File: src/rtl/sfc_pkg.sv
// ----------------------------------------------------------------------------
// sfc_pkg
// shared types and constants of the serial packet frame checker
// ----------------------------------------------------------------------------
package sfc_pkg;

   localparam int unsigned POSITION_BITS = 8;
   localparam int unsigned DATA_BITS     = 8;
   localparam int unsigned CMP_BITS      = (POSITION_BITS > DATA_BITS) ? POSITION_BITS
                                                                       : DATA_BITS;
   localparam int unsigned CMP_EXT_BITS  = CMP_BITS + 1;
   localparam int unsigned CSR_ADDR_BITS = 5;
   localparam int unsigned CSR_DATA_BITS = 32;

   localparam logic [DATA_BITS-1:0] NEWLINE_CODE = 8'h0A;
   localparam logic [DATA_BITS-1:0] STAR_CODE    = 8'h2A;

   localparam logic [DATA_BITS-1:0] SYNC_BYTE_RESET        = 8'hFF;
   localparam logic [DATA_BITS-1:0] TYPE_A_CODE_RESET      = 8'hFB;
   localparam logic [DATA_BITS-1:0] TYPE_B_CODE_RESET      = 8'hFD;
   localparam logic [DATA_BITS-1:0] TYPE_A_STAR_SLOT_RESET = 8'd6;
   localparam logic [DATA_BITS-1:0] MAX_LINE_LENGTH_RESET  = 8'd254;

   typedef enum logic [2:0] {
      REG_SYNC_BYTE        = 3'd0,
      REG_TYPE_A_CODE      = 3'd1,
      REG_TYPE_B_CODE      = 3'd2,
      REG_TYPE_A_STAR_SLOT = 3'd3,
      REG_MAX_LINE_LENGTH  = 3'd4
   } reg_index_type;

   typedef enum logic [2:0] {
      VERDICT_NONE           = 3'd0,
      VERDICT_TYPE_A_OK      = 3'd1,
      VERDICT_TYPE_B_OK      = 3'd2,
      VERDICT_CHECKSUM_ERROR = 3'd3,
      VERDICT_UNRECOGNIZED   = 3'd4
   } verdict_type;

   typedef struct packed {
      logic [DATA_BITS-1:0] sync_byte;
      logic [DATA_BITS-1:0] type_a_code;
      logic [DATA_BITS-1:0] type_b_code;
      logic [DATA_BITS-1:0] type_a_star_slot;
      logic [DATA_BITS-1:0] max_line_length;
   } cfg_type;

   typedef struct packed {
      logic [DATA_BITS-1:0] data_byte;
      logic [DATA_BITS-1:0] byte_position;
      logic                 line_done;
      verdict_type          verdict;
      logic                 overflow_restart;
   } result_type;

endpackage

File: src/rtl/sfc_core.sv
// ----------------------------------------------------------------------------
// sfc_core
// per-line frame state and the verdict logic for one byte
// ----------------------------------------------------------------------------
module sfc_core (
   input  logic                          clock,
   input  logic                          reset,
   input  logic                          fire,
   input  logic [sfc_pkg::DATA_BITS-1:0] rx_byte,
   input  sfc_pkg::cfg_type              cfg,
   output sfc_pkg::result_type           result
);

   localparam int unsigned PosBits = sfc_pkg::POSITION_BITS;
   localparam int unsigned CmpBits = sfc_pkg::CMP_BITS;
   localparam int unsigned ExtBits = sfc_pkg::CMP_EXT_BITS;

   logic [PosBits-1:0]            pos_ff, pos_in;
   logic [sfc_pkg::DATA_BITS-1:0] xor_ff, xor_in;
   logic                          star_seen_ff, star_seen_in;
   logic                          pending_ff, pending_in;
   logic [sfc_pkg::DATA_BITS-1:0] check_byte_ff, check_byte_in;
   logic                          captured_ff, captured_in;
   logic                          sync_ok_ff, sync_ok_in;
   logic [sfc_pkg::DATA_BITS-1:0] type_byte_ff, type_byte_in;
   logic                          slot_star_ff, slot_star_in;

   logic               is_nl;
   logic               is_star;
   logic [PosBits:0]   next_pos;
   logic               restart;
   logic               header_ok;
   logic               sum_ok;
   logic [CmpBits-1:0] pos_wide;
   sfc_pkg::verdict_type verdict;

   assign is_nl    = (rx_byte == sfc_pkg::NEWLINE_CODE);
   assign is_star  = (rx_byte == sfc_pkg::STAR_CODE);
   assign pos_wide = CmpBits'(pos_ff);
   assign next_pos = {1'b0, pos_ff} + (PosBits+1)'(1);
   assign restart  = !is_nl && ((ExtBits'(next_pos) >= ExtBits'(cfg.max_line_length))
                                || next_pos[PosBits]);

   always_comb begin
      sync_ok_in    = sync_ok_ff;
      type_byte_in  = type_byte_ff;
      slot_star_in  = slot_star_ff;
      xor_in        = xor_ff;
      star_seen_in  = star_seen_ff;
      pending_in    = pending_ff;
      check_byte_in = check_byte_ff;
      captured_in   = captured_ff;
      pos_in        = next_pos[PosBits-1:0];

      // header: two sync bytes then the type byte
      if (pos_ff == PosBits'(0)) begin
         sync_ok_in = (rx_byte == cfg.sync_byte);
      end else if (pos_ff == PosBits'(1)) begin
         sync_ok_in = sync_ok_ff && (rx_byte == cfg.sync_byte);
      end else if (pos_ff == PosBits'(2)) begin
         type_byte_in = rx_byte;
      end

      if ((pos_wide == CmpBits'(cfg.type_a_star_slot)) && is_star) begin
         slot_star_in = 1'b1;
      end

      // checksum: xor up to the first star, the next byte is the check value
      if (pending_ff) begin
         check_byte_in = rx_byte;
         captured_in   = 1'b1;
         pending_in    = 1'b0;
      end else if (!star_seen_ff) begin
         if (is_star) begin
            star_seen_in = 1'b1;
            pending_in   = 1'b1;
         end else begin
            xor_in = xor_ff ^ rx_byte;
         end
      end

      header_ok = sync_ok_in && (pos_ff >= PosBits'(2));
      sum_ok    = captured_in && (check_byte_in == xor_in);

      priority if (!is_nl) begin
         verdict = sfc_pkg::VERDICT_NONE;
      end else if (header_ok && (type_byte_in == cfg.type_a_code) && slot_star_in) begin
         verdict = sum_ok ? sfc_pkg::VERDICT_TYPE_A_OK : sfc_pkg::VERDICT_CHECKSUM_ERROR;
      end else if (header_ok && (type_byte_in == cfg.type_b_code)) begin
         verdict = sum_ok ? sfc_pkg::VERDICT_TYPE_B_OK : sfc_pkg::VERDICT_CHECKSUM_ERROR;
      end else begin
         verdict = sfc_pkg::VERDICT_UNRECOGNIZED;
      end

      // line end or length limit starts a fresh frame
      if (is_nl || restart) begin
         pos_in        = '0;
         xor_in        = '0;
         star_seen_in  = 1'b0;
         pending_in    = 1'b0;
         check_byte_in = '0;
         captured_in   = 1'b0;
         sync_ok_in    = 1'b0;
         type_byte_in  = '0;
         slot_star_in  = 1'b0;
      end
   end

   always_comb begin
      result.data_byte        = rx_byte;
      result.byte_position    = pos_wide[sfc_pkg::DATA_BITS-1:0];
      result.line_done        = is_nl;
      result.verdict          = verdict;
      result.overflow_restart = restart;
   end

   always_ff @(posedge clock) begin
      if (reset) begin
         pos_ff        <= '0;
         xor_ff        <= '0;
         star_seen_ff  <= 1'b0;
         pending_ff    <= 1'b0;
         check_byte_ff <= '0;
         captured_ff   <= 1'b0;
         sync_ok_ff    <= 1'b0;
         type_byte_ff  <= '0;
         slot_star_ff  <= 1'b0;
      end else if (fire) begin
         pos_ff        <= pos_in;
         xor_ff        <= xor_in;
         star_seen_ff  <= star_seen_in;
         pending_ff    <= pending_in;
         check_byte_ff <= check_byte_in;
         captured_ff   <= captured_in;
         sync_ok_ff    <= sync_ok_in;
         type_byte_ff  <= type_byte_in;
         slot_star_ff  <= slot_star_in;
      end
   end

endmodule

File: config.mk
export PLATFORM = sky130hd
export DESIGN_NAME = sfc_core
export DESIGN_NICKNAME = d
export VERILOG_FILES = /design/src/rtl/sfc_pkg.sv /design/src/rtl/sfc_core.sv
export SDC_FILE = /design/constraint.sdc
export NUM_CORES = 1
export LEC_CHECK = 0
export ABC_AREA = 1
export ABC_CLOCK_PERIOD_IN_PS = 3500
export BUFFER_PORTS_ARGS = -buffer_cell sky130_fd_sc_hd__buf_4
export CAP_MARGIN = 20
export CORE_MARGIN = 10
export CORE_UTILIZATION = 25
export CTS_CLUSTER_DIAMETER = 60
export DETAILED_ROUTE_END_ITERATION = 10
export GPL_TIMING_DRIVEN = 0
export RECOVER_POWER = 50
export SLEW_MARGIN = 20
export SYNTH_ARGS = -nofsm -noshare
export SYNTH_HDL_FRONTEND = slang
export SYNTH_SLANG_ARGS = --single-unit
File: constraint.sdc
create_clock -name clock -period 3.5 [get_ports clock]
set_input_delay 1.05 -clock clock [delete_from_list [all_inputs] [get_ports clock]]
set_output_delay 1.05 -clock clock [all_outputs]
set_load 0.005 [all_outputs]
Word level (Yosys, flattened, before mapping)
Index checks and enable logic that the tools add are counted.
{"block": "totals", "regBits": 37, "inputBits": 51, "out_inout_bits": 21, "wordCells": 66}
{"block": "op_classes", "add_sub_neg": 1, "magnitude_cmp": 2, "n_eq_ne": 10, "n_mux": 30, "bitwise_logic": 1, "reduce_logical": 13}
{"operator": "$mux 8", "count": 11}
{"operator": "$eq 8x8->1", "count": 5}
{"operator": "$mux 1", "count": 15}
{"operator": "$add 8x1->9 const B", "count": 1}
{"operator": "$ge 9x8->1", "count": 1}
{"operator": "$mux 3", "count": 3}
{"operator": "$eq 8x1->1 const B", "count": 1}
{"operator": "$eq 8x2->1 const B", "count": 1}
{"operator": "$eq 8x4->1 const B", "count": 1}
{"operator": "$eq 8x6->1 const B", "count": 1}
{"operator": "$ge 8x2->1 const B", "count": 1}
{"operator": "$logic_and 1x1->1", "count": 8}
{"operator": "$logic_not 8->1", "count": 1}
{"operator": "$xor 8x8->8", "count": 1}
{"operator": "$logic_or 1x1->1", "count": 2}
{"operator": "$mux 2", "count": 1}
{"operator": "$ne 2x1->1 const B", "count": 1}
{"operator": "$reduce_and 2->1", "count": 1}
{"operator": "$logic_not 1->1", "count": 1}

Depth between registers and ports, before layout
Gate-level depths: netlist of run 1.
{"block": "logic_depth", "word_depth": 10, "mapped_depth": 20, "mapped_depth_nobuf": 18}

Worst setup path before layout of run 1
Ideal clock, no wire load.
{"block": "synth_timing", "path_type": "in2out", "from": "input rx_byte[5] in the netlist's numbering", "to": "output result[1] in the netlist's numbering", "t_arrival_ns": 2.246, "required_time_ns": 2.450, "setup_slack_ns": 0.204, "stages": 16, "path_buffers": 1, "cell_sequence": "buf_2 > inv_1 > nand2_1 > nand2_1 > nand2_1 > nor2_1 > nand2_1 > nand2_1 > nand2_1 > nor2_1 > nand2_1 > nor2_1 > nand2_1 > nand2_1 > nand2_1 > nor2_1"}
{"item": "from (decl)", "line": "sfc_core.sv:9", "source": "input logic [sfc_pkg::DATA_BITS-1:0] rx_byte,"}
{"item": "to (decl)", "line": "sfc_core.sv:11", "source": "output sfc_pkg::result_type result"}

==> reports/results.ini, run 1 <==
[power_and_ir_drop]
swShare = 0.300
comb_power_share = 0.302
pwr_density_cell_nw_per_um2 = 326
leakagePower_nw = 2.33
p_switching_uw = 455
cellInternalPower_mw = 1.06
seq_power_share = 0.306
clock_power_share = 0.392
ir_worst_vdd_mv = 0.159

[sta]
grt_setup_unrepaired = yes
worst-slew-pin-transition_ns = 0.574
min_period_over_period = 1.01
fmaxAchievable_ghz = 0.282
final-max-slew-violation-count = 0
timing_hold_violations_final = 0
slew_headroom = 0.617
min_period_ns = 3.55
worst_slack_ns = -0.0475
setup-violations-final = 2
fin_worst_skew_ns = 0.00419

[run]
drv.max_cap_violation_count = 0

[logic_synthesis]
synth_simple_gate_area_frac = 0.425
synth_warnings = 0
synth_seq_cells = 37
parity_gate_share_of_the_synthesized_area_counting_xor_and_xnor_cells = 0.0672
ys_seq_area_frac = 0.227
yosys-mux-area-fraction = 0.0123
netlist_instances = 537
synth_area_per_cell_sq_um = 6.06
async_flop_share = 0
largest_family_of_logic_cells_by_synthesized_area = simple AND/OR/NAND/NOR gates
synth_area_sq_um = 3260
synthDistinctLibCells = 32
dominantRegCellSynth = sky130_fd_sc_hd__dfxtp_1
synth_adder_area_share = 0.0461
synth_nets = 600
synth_compound_gate_area_share = 0.0788
synth-edff-count = 0

[clocking]
number_of_buffers_between_clock_root_and_the_deepest_sink = 2
tritoncts.num_buffers = 5
htreeDepth = 2
cts-root-buf = sky130_fd_sc_hd__clkbuf_16
cts_tree = done
clk_pin_slew_worst_paths_ns = 0.06
cts_num_sinks = 37
clock_latency_ns = 0.28
post_cts_hold_buffer_count = 0

[placed_design]
numPortBuffers = 66
cell_count_after_placement = 775
placement.cell_area_sq_um = 3970
hpwl_after_dpl_microns = 8090
worst_slack_at_placement_ns = -0.333
routabilityCongestion = 0.832

[outcome]
failed_checks = setup timing
run_status = complete, but fails checks

[critical_path]
worst_r2r_path_depth = 17
crit_family = simple AND/OR/NAND/NOR gates
worst_ep_required_time_ns = 2.45
crit_slowest_cell = sky130_fd_sc_hd__clkbuf_16
path_max_fanout = 5
timing.critical_path.depth = 17
worstPathCellList = clkbuf_16, clkinv_8, nand2_2, nand2_1, nand2_1, nor2_1, nand2_1, nand2_2, nand2_2, nor2_2, nand2_1, nor2_1, nand2_1, nand2_2, nand2_2, nor2_1, buf_4
worstSetupStartpointType = input port
critical_path.n_buffers_inverters = 3
timing.critical_path.arrival_ns = 2.50
critPathMaxStageDelay_ns = 0.14
worstSetupPathType = in2out
worstSetupEndpointType = output port

[routing]
drtPass1Iterations = 5
detail_route.wirelength_microns = 10300
drt_drc_violations_left = 0
dr_total_vias = 3417
wl_per_cell_microns = 12.9
via_per_inst = 4.28
ant_nets = 0
dr.first_iter.drc_count = 192

[grt]
grt_start_max_net_pins = 13
vias_in_the_first_global_route = 3323
grt_util_all_layers = 0.113
wire_length_of_the_first_global_routing_pass_microns = 16500
residual_overflow_from_global_routing = 0
initial_antenna_violation_count = 0

[hold_path]
timing.hold.worst.class = reg2reg
timing.hold.worst_path_depth = 2

[final_layout]
finish.cell_count_without_fillers = 798
drive_above_1_share = 0.304
fin_area_sq_um = 4640
fin_nets = 688
num_antenna_cells = 0
area.growth.synth_to_final_pct = 42.4
final_core_utilization = 0.366

[floorplan]
die_ar_sq_um = 18000
floorplan.io_pins = 72
chipWidth_microns = 134
start_util = 0.257
die_boundary_height_microns = 134
core_area_sq_um = 12700
row_count = 41

==> per-layer routing <==
metal	GRT usage	up-vias	wire, microns
met5	0	-	0
met4	0.0333	0	132
met3	0.0258	9	648
met2	0.187	75	4830
met1	0.142	1500	4700
li1	-	1833	-
==> worst reg2reg max path, cell delays in order, from the launching register on <==
cell and delay, ns:
sky130_fd_sc_hd__dfxtp_1 0.54, sky130_fd_sc_hd__inv_1 0.17, sky130_fd_sc_hd__nor2_4 0.13, sky130_fd_sc_hd__inv_2 0.05, sky130_fd_sc_hd__nand2_2 0.07, sky130_fd_sc_hd__inv_2 0.05
sky130_fd_sc_hd__ha_4 0.24, sky130_fd_sc_hd__nand2_1 0.04, sky130_fd_sc_hd__a31o_2 0.21, sky130_fd_sc_hd__nand2_2 0.06, sky130_fd_sc_hd__nand3_2 0.06, sky130_fd_sc_hd__nand2_2 0.06
sky130_fd_sc_hd__nand2_2 0.06, sky130_fd_sc_hd__nand3_1 0.07, sky130_fd_sc_hd__nand2_1 0.06, sky130_fd_sc_hd__nand2_2 0.15, sky130_fd_sc_hd__buf_2 0.28, sky130_fd_sc_hd__nor2_1 0.08
==> cells in the final DEF, fill, tap and decap left out, types with 6 or more instances in the layout <==
cell                        Yosys  layout
sky130_fd_sc_hd__inv_1         75      61
sky130_fd_sc_hd__clkbuf_16      0       6
sky130_fd_sc_hd__buf_6          2       7
sky130_fd_sc_hd__nand2_4        3       6
sky130_fd_sc_hd__clkbuf_1       6       8
sky130_fd_sc_hd__buf_4         12      76
sky130_fd_sc_hd__o21ai_0       39      38
sky130_fd_sc_hd__nand3b_1       6       6
sky130_fd_sc_hd__nor2_4         2       6
sky130_fd_sc_hd__nand3_1       35      32
sky130_fd_sc_hd__nor2_1        70      65
sky130_fd_sc_hd__nand4_1        8       8
sky130_fd_sc_hd__ha_1          12       8
sky130_fd_sc_hd__buf_12         0       6
sky130_fd_sc_hd__buf_2          9       6
sky130_fd_sc_hd__nand2_1      154     141
sky130_fd_sc_hd__xor2_1        13      12
sky130_fd_sc_hd__nand2_2        8      18
sky130_fd_sc_hd__xnor2_1       12       8
sky130_fd_sc_hd__nand3_2        5       7
sky130_fd_sc_hd__inv_2          0       8
sky130_fd_sc_hd__dfxtp_1       37      35
==> through the flow <==
step           setup TNS, ns  total power, mW  hold WS, ns
6_report             -0.0820             1.51        0.488
5_1_grt               -0.463             1.59        0.518
4_1_cts               -0.108             1.50        0.491
3_5_place_dp          -0.892            0.858        0.475
3_3_place_gp          -0.903            0.855        0.466
2_1_floorplan              0            0.725        0.455
==> worst paths after layout <==
| check | startpoint | endpoint | slack, ns |
|---|---|---|---|
| hold reg to reg | captured_ff$_SDFFE_PP0P_ | captured_ff$_SDFFE_PP0P_ | 0.49 |
| setup reg to reg | pos_ff[3]$_SDFFE_PP0P_ | pos_ff[6]$_SDFFE_PP0P_ | 0.98 |
| setup / recovery | rx_byte[6] | result[2] | -0.05 |
| hold / removal | captured_ff$_SDFFE_PP0P_ | captured_ff$_SDFFE_PP0P_ | 0.49 |
==> cell usage after synthesis, types with 2 or more instances <==
master,instances,area share
sky130_fd_sc_hd__a21oi_1,5,0.0077
sky130_fd_sc_hd__nor2_1,70,0.081
sky130_fd_sc_hd__nand3_1,35,0.054
sky130_fd_sc_hd__nor3_1,4,0.0061
sky130_fd_sc_hd__clkbuf_1,6,0.0069
sky130_fd_sc_hd__mux2i_1,4,0.012
sky130_fd_sc_hd__nor2_2,4,0.0077
sky130_fd_sc_hd__o21ai_0,39,0.060
sky130_fd_sc_hd__nor2_4,2,0.0069
sky130_fd_sc_hd__xnor2_1,12,0.032
sky130_fd_sc_hd__nand3_2,5,0.015
sky130_fd_sc_hd__buf_4,12,0.028
sky130_fd_sc_hd__nand2_1,154,0.18
sky130_fd_sc_hd__nor2_8,2,0.012
sky130_fd_sc_hd__buf_2,9,0.014
sky130_fd_sc_hd__nand2_2,8,0.015
sky130_fd_sc_hd__nand3b_1,6,0.014
sky130_fd_sc_hd__ha_1,12,0.046
sky130_fd_sc_hd__nor3_2,2,0.0061
sky130_fd_sc_hd__dfxtp_1,37,0.23
sky130_fd_sc_hd__or2_2,2,0.0038
sky130_fd_sc_hd__inv_1,75,0.086
sky130_fd_sc_hd__nand2_4,3,0.010
sky130_fd_sc_hd__buf_6,2,0.0069
sky130_fd_sc_hd__nand4_1,8,0.015
sky130_fd_sc_hd__xor2_1,13,0.035
==> timing repair <==
action / in CTS / in global routing
setup buffers: 11 / 5
pin swaps: 19 / 26
resized for setup: 60 / 47
endpoints found under the setup margin: 4 / 4
==> state kept, by name, indices dropped and copies added (netlist names) <==
signal / cells
check_byte_ff: 8
pos_ff: 8
star_seen_ff: 1
sync_ok_ff: 1
pending_ff: 1
captured_ff: 1
slot_star_ff: 1
xor_ff: 8
type_byte_ff: 8
==> final cells by class <==
type                            instances  area [sq um]
Fill cell                            1332          8030
Multi-Input combinational cell        395          2260
Sequential cell                        37           748
Timing Repair Buffer                   82           669
Inverter                               76           318
Buffer                                 28           238
Tap cell                              172           215
Clock buffer                            5           125
Clock inverter                          3          65.1
==> cell families (layout without fill, tap and decap cells) <==
logic type | count (synthesis) | count (layout)
flops | 37 | 37
simple gates | 305 | 305
fa+ha+maj | 12 | 12
xor+xnor | 25 | 25
mux | 4 | 4
compound gates | 49 | 49
buf+inv | 105 | 194
==> power groups by stage <==
stage / clock network (mW) / logic, mW / registers [mW]
floorplan: 0 / 0.256 / 0.469
global placement: 0 / 0.382 / 0.473
detailed placement: 0 / 0.385 / 0.473
CTS: 0.604 / 0.434 / 0.462
global route: 0.615 / 0.512 / 0.466
finish: 0.594 / 0.457 / 0.463
No activity file was read; power rests on OpenSTA's default activity.
==> run 2: changes to the inputs <==
Settings changed: PLACE_DENSITY from default to 0.47.
==> reports/results.ini, run 2 (synthesis gave the netlist of run 1 again) <==
[outcome]
run_status = complete, but fails checks
failed_checks = setup timing

[floorplan]
row_count = 41  ; unchanged
die_boundary_height_microns = 134  ; unchanged
core_area_sq_um = 12700  ; unchanged
die_ar_sq_um = 18000  ; unchanged
floorplan.io_pins = 72  ; unchanged
chipWidth_microns = 134  ; unchanged
start_util = 0.257  ; unchanged

[critical_path]
worst_ep_required_time_ns = 2.45  ; about the same
path_max_fanout = 6  ; +1
regToRegSetupSlack_ns = 0.10  ; -0.88 ns
timing.critical_path.arrival_ns = 2.53  ; +0.03 ns
worst_r2r_path_depth = 23  ; +6
worstSetupEndpointType = output port
worstSetupPathType = in2out
worstSetupStartpointType = input port

[routing]
drtPass1Iterations = 5  ; unchanged
met2WireLength_microns = 5540  ; +15%
top_signal_layer_used = met4
ant_nets = 0  ; unchanged
dr_total_vias = 3659  ; +7.1%
wl_per_cell_microns = 13.7  ; +6.3%
route.met3.wl_microns = 539  ; -17%
detail_route.wirelength_microns = 11500  ; +11%
via_per_inst = 4.39  ; +2.5%
drt_drc_violations_left = 0  ; unchanged
detail_route.wirelength.met1_microns = 5160  ; +9.8%
dr.first_iter.drc_count = 169  ; -12%

[clocking]
cts_num_sinks = 37  ; unchanged
clock_latency_ns = 0.28  ; about the same
tritoncts.num_buffers = 5  ; unchanged
cts-root-buf = sky130_fd_sc_hd__clkbuf_16
htreeDepth = 2  ; unchanged
cts_tree = done
number_of_buffers_between_clock_root_and_the_deepest_sink = 2  ; unchanged
clk_pin_slew_worst_paths_ns = 0.06  ; about the same

[placed_design]
placement.cell_area_sq_um = 3970  ; unchanged
numPortBuffers = 66  ; unchanged
hpwl_after_dpl_microns = 8620  ; +6.5%
routabilityCongestion = 0.801  ; -3.7%

[power_and_ir_drop]
ir_worst_vdd_mv = 0.190  ; +19%
leakagePower_nw = 2.49  ; +6.7%
pwr_density_cell_nw_per_um2 = 323  ; -0.94%

[grt]
grt_start_max_net_pins = 13  ; unchanged
residual_overflow_from_global_routing = 0  ; unchanged
initial_antenna_violation_count = 0  ; unchanged
wire_length_of_the_first_global_routing_pass_microns = 18000  ; +8.7%
vias_in_the_first_global_route = 3533  ; +6.3%
grt_util_all_layers = 0.123  ; +0.0102

[run]
drv.max_cap_violation_count = 0  ; unchanged

[sta]
min_period_ns = 3.58  ; +0.0351 ns
fmaxAchievable_ghz = 0.279  ; -0.98%
final-max-slew-violation-count = 0  ; unchanged
worst_slack_ns = -0.0826  ; -0.0351 ns
fin_setup_tns_ns = -0.232  ; -0.150 ns
slew_headroom = 0.543  ; -0.0739
timing_hold_violations_final = 0  ; unchanged
worst-slew-pin-transition_ns = 0.685  ; +0.111 ns
grt_setup_unrepaired = yes
setup-violations-final = 4  ; +2
min_period_over_period = 1.02  ; +0.0100
fin_worst_skew_ns = 0.00456  ; +0.000373 ns

[final_layout]
nFillCells = 1361  ; +2.2%
num_antenna_cells = 0  ; unchanged
most_frequent_cells_in_the_layout = 137 x sky130_fd_sc_hd__nand2_1, 111 x sky130_fd_sc_hd__buf_4, 63 x sky130_fd_sc_hd__inv_1
fin_area_sq_um = 4890  ; +5.5%
fin_nets = 724  ; +5.2%
drive_above_1_share = 0.355  ; +0.0515
final_core_utilization = 0.386  ; +0.0202
area.growth.synth_to_final_pct = 50.3
most_frequent_standard_cell_in_the_layout_excluding_fill_and_tap_cells = sky130_fd_sc_hd__nand2_1

[hold_path]
timing.hold.worst.class = reg2reg
timing.hold.worst_path_depth = 2  ; unchanged

==> run 2: path summary, 6_finish.rpt <==
path / start / to
worst max-delay path: rx_byte[4] / result[2]
worst min-delay path: slot_star_ff$_SDFFE_PP0P_ / slot_star_ff$_SDFFE_PP0P_
worst max register to register: pos_ff[0]$_SDFFE_PP0P_ / sync_ok_ff$_SDFFE_PP0P_
worst min register to register: slot_star_ff$_SDFFE_PP0P_ / slot_star_ff$_SDFFE_PP0P_
==> run 2: power by group <==
| part | internal (mW) | switching, mW | total (mW) | leakage, nW |
|---|---|---|---|---|
| registers | 0.445 | 0.0203 | 0.465 | 0.304 |
| logic | 0.256 | 0.268 | 0.523 | 2.09 |
| clock network | 0.407 | 0.188 | 0.595 | 0.0938 |
==> run 2: through the flow <==
step / setup slack [ns] / power, mW / hold WS, ns / std cells
finish: -0.0826 / 1.58 / 0.469 / 834
global route: -0.214 / 1.67 / 0.530 / 834
CTS: -0.126 / 1.55 / 0.488 / 827
detailed placement: -0.368 / 0.861 / 0.474 / 775
global placement: -0.346 / 0.856 / 0.464 / 775
floorplan: 0.204 / 0.725 / 0.455 / 537
==> run 2: worst max-delay path, stage by stage <==
cell and delay, ns:
sky130_fd_sc_hd__buf_12 0.11, sky130_fd_sc_hd__clkinv_8 0.04, sky130_fd_sc_hd__nand2_4 0.04, sky130_fd_sc_hd__nor3_4 0.22, sky130_fd_sc_hd__nand2_4 0.12, sky130_fd_sc_hd__buf_6 0.14, sky130_fd_sc_hd__nand4_1 0.08, sky130_fd_sc_hd__nand2_1 0.08
sky130_fd_sc_hd__nand2_1 0.06, sky130_fd_sc_hd__nand3_1 0.07, sky130_fd_sc_hd__nor2_1 0.13, sky130_fd_sc_hd__nand2_2 0.10, sky130_fd_sc_hd__nor2_2 0.13, sky130_fd_sc_hd__nor2_2 0.04, sky130_fd_sc_hd__buf_4 0.13
==> run 2: repair_timing <==
item,in CTS,in global routing
setup buffers,45,8
setup endpoints to repair,4,6
pin swaps,22,35
hold buffers,0,0
resized for setup,49,74
==> run 2: cell type report <==
class / instances / area [sq um] / share of cell area
clock buffer: 5 / 125 / 0.0256
multi-input combinational: 395 / 2250 / 0.460
timing repair buffer: 119 / 942 / 0.192
clock inverter: 3 / 65.1 / 0.0133
inverter: 76 / 320 / 0.0654
buffer: 27 / 226 / 0.0463
tap: 172 / 215 / 0.0440
sequential: 37 / 748 / 0.153
==> run 2: routing by layer <==
metal | global-route usage | up-vias
met5 | 0 | -
li1 | - | 1902
met3 | 0.0261 | 12
met1 | 0.148 | 1665
met4 | 0.0296 | 0
met2 | 0.217 | 80
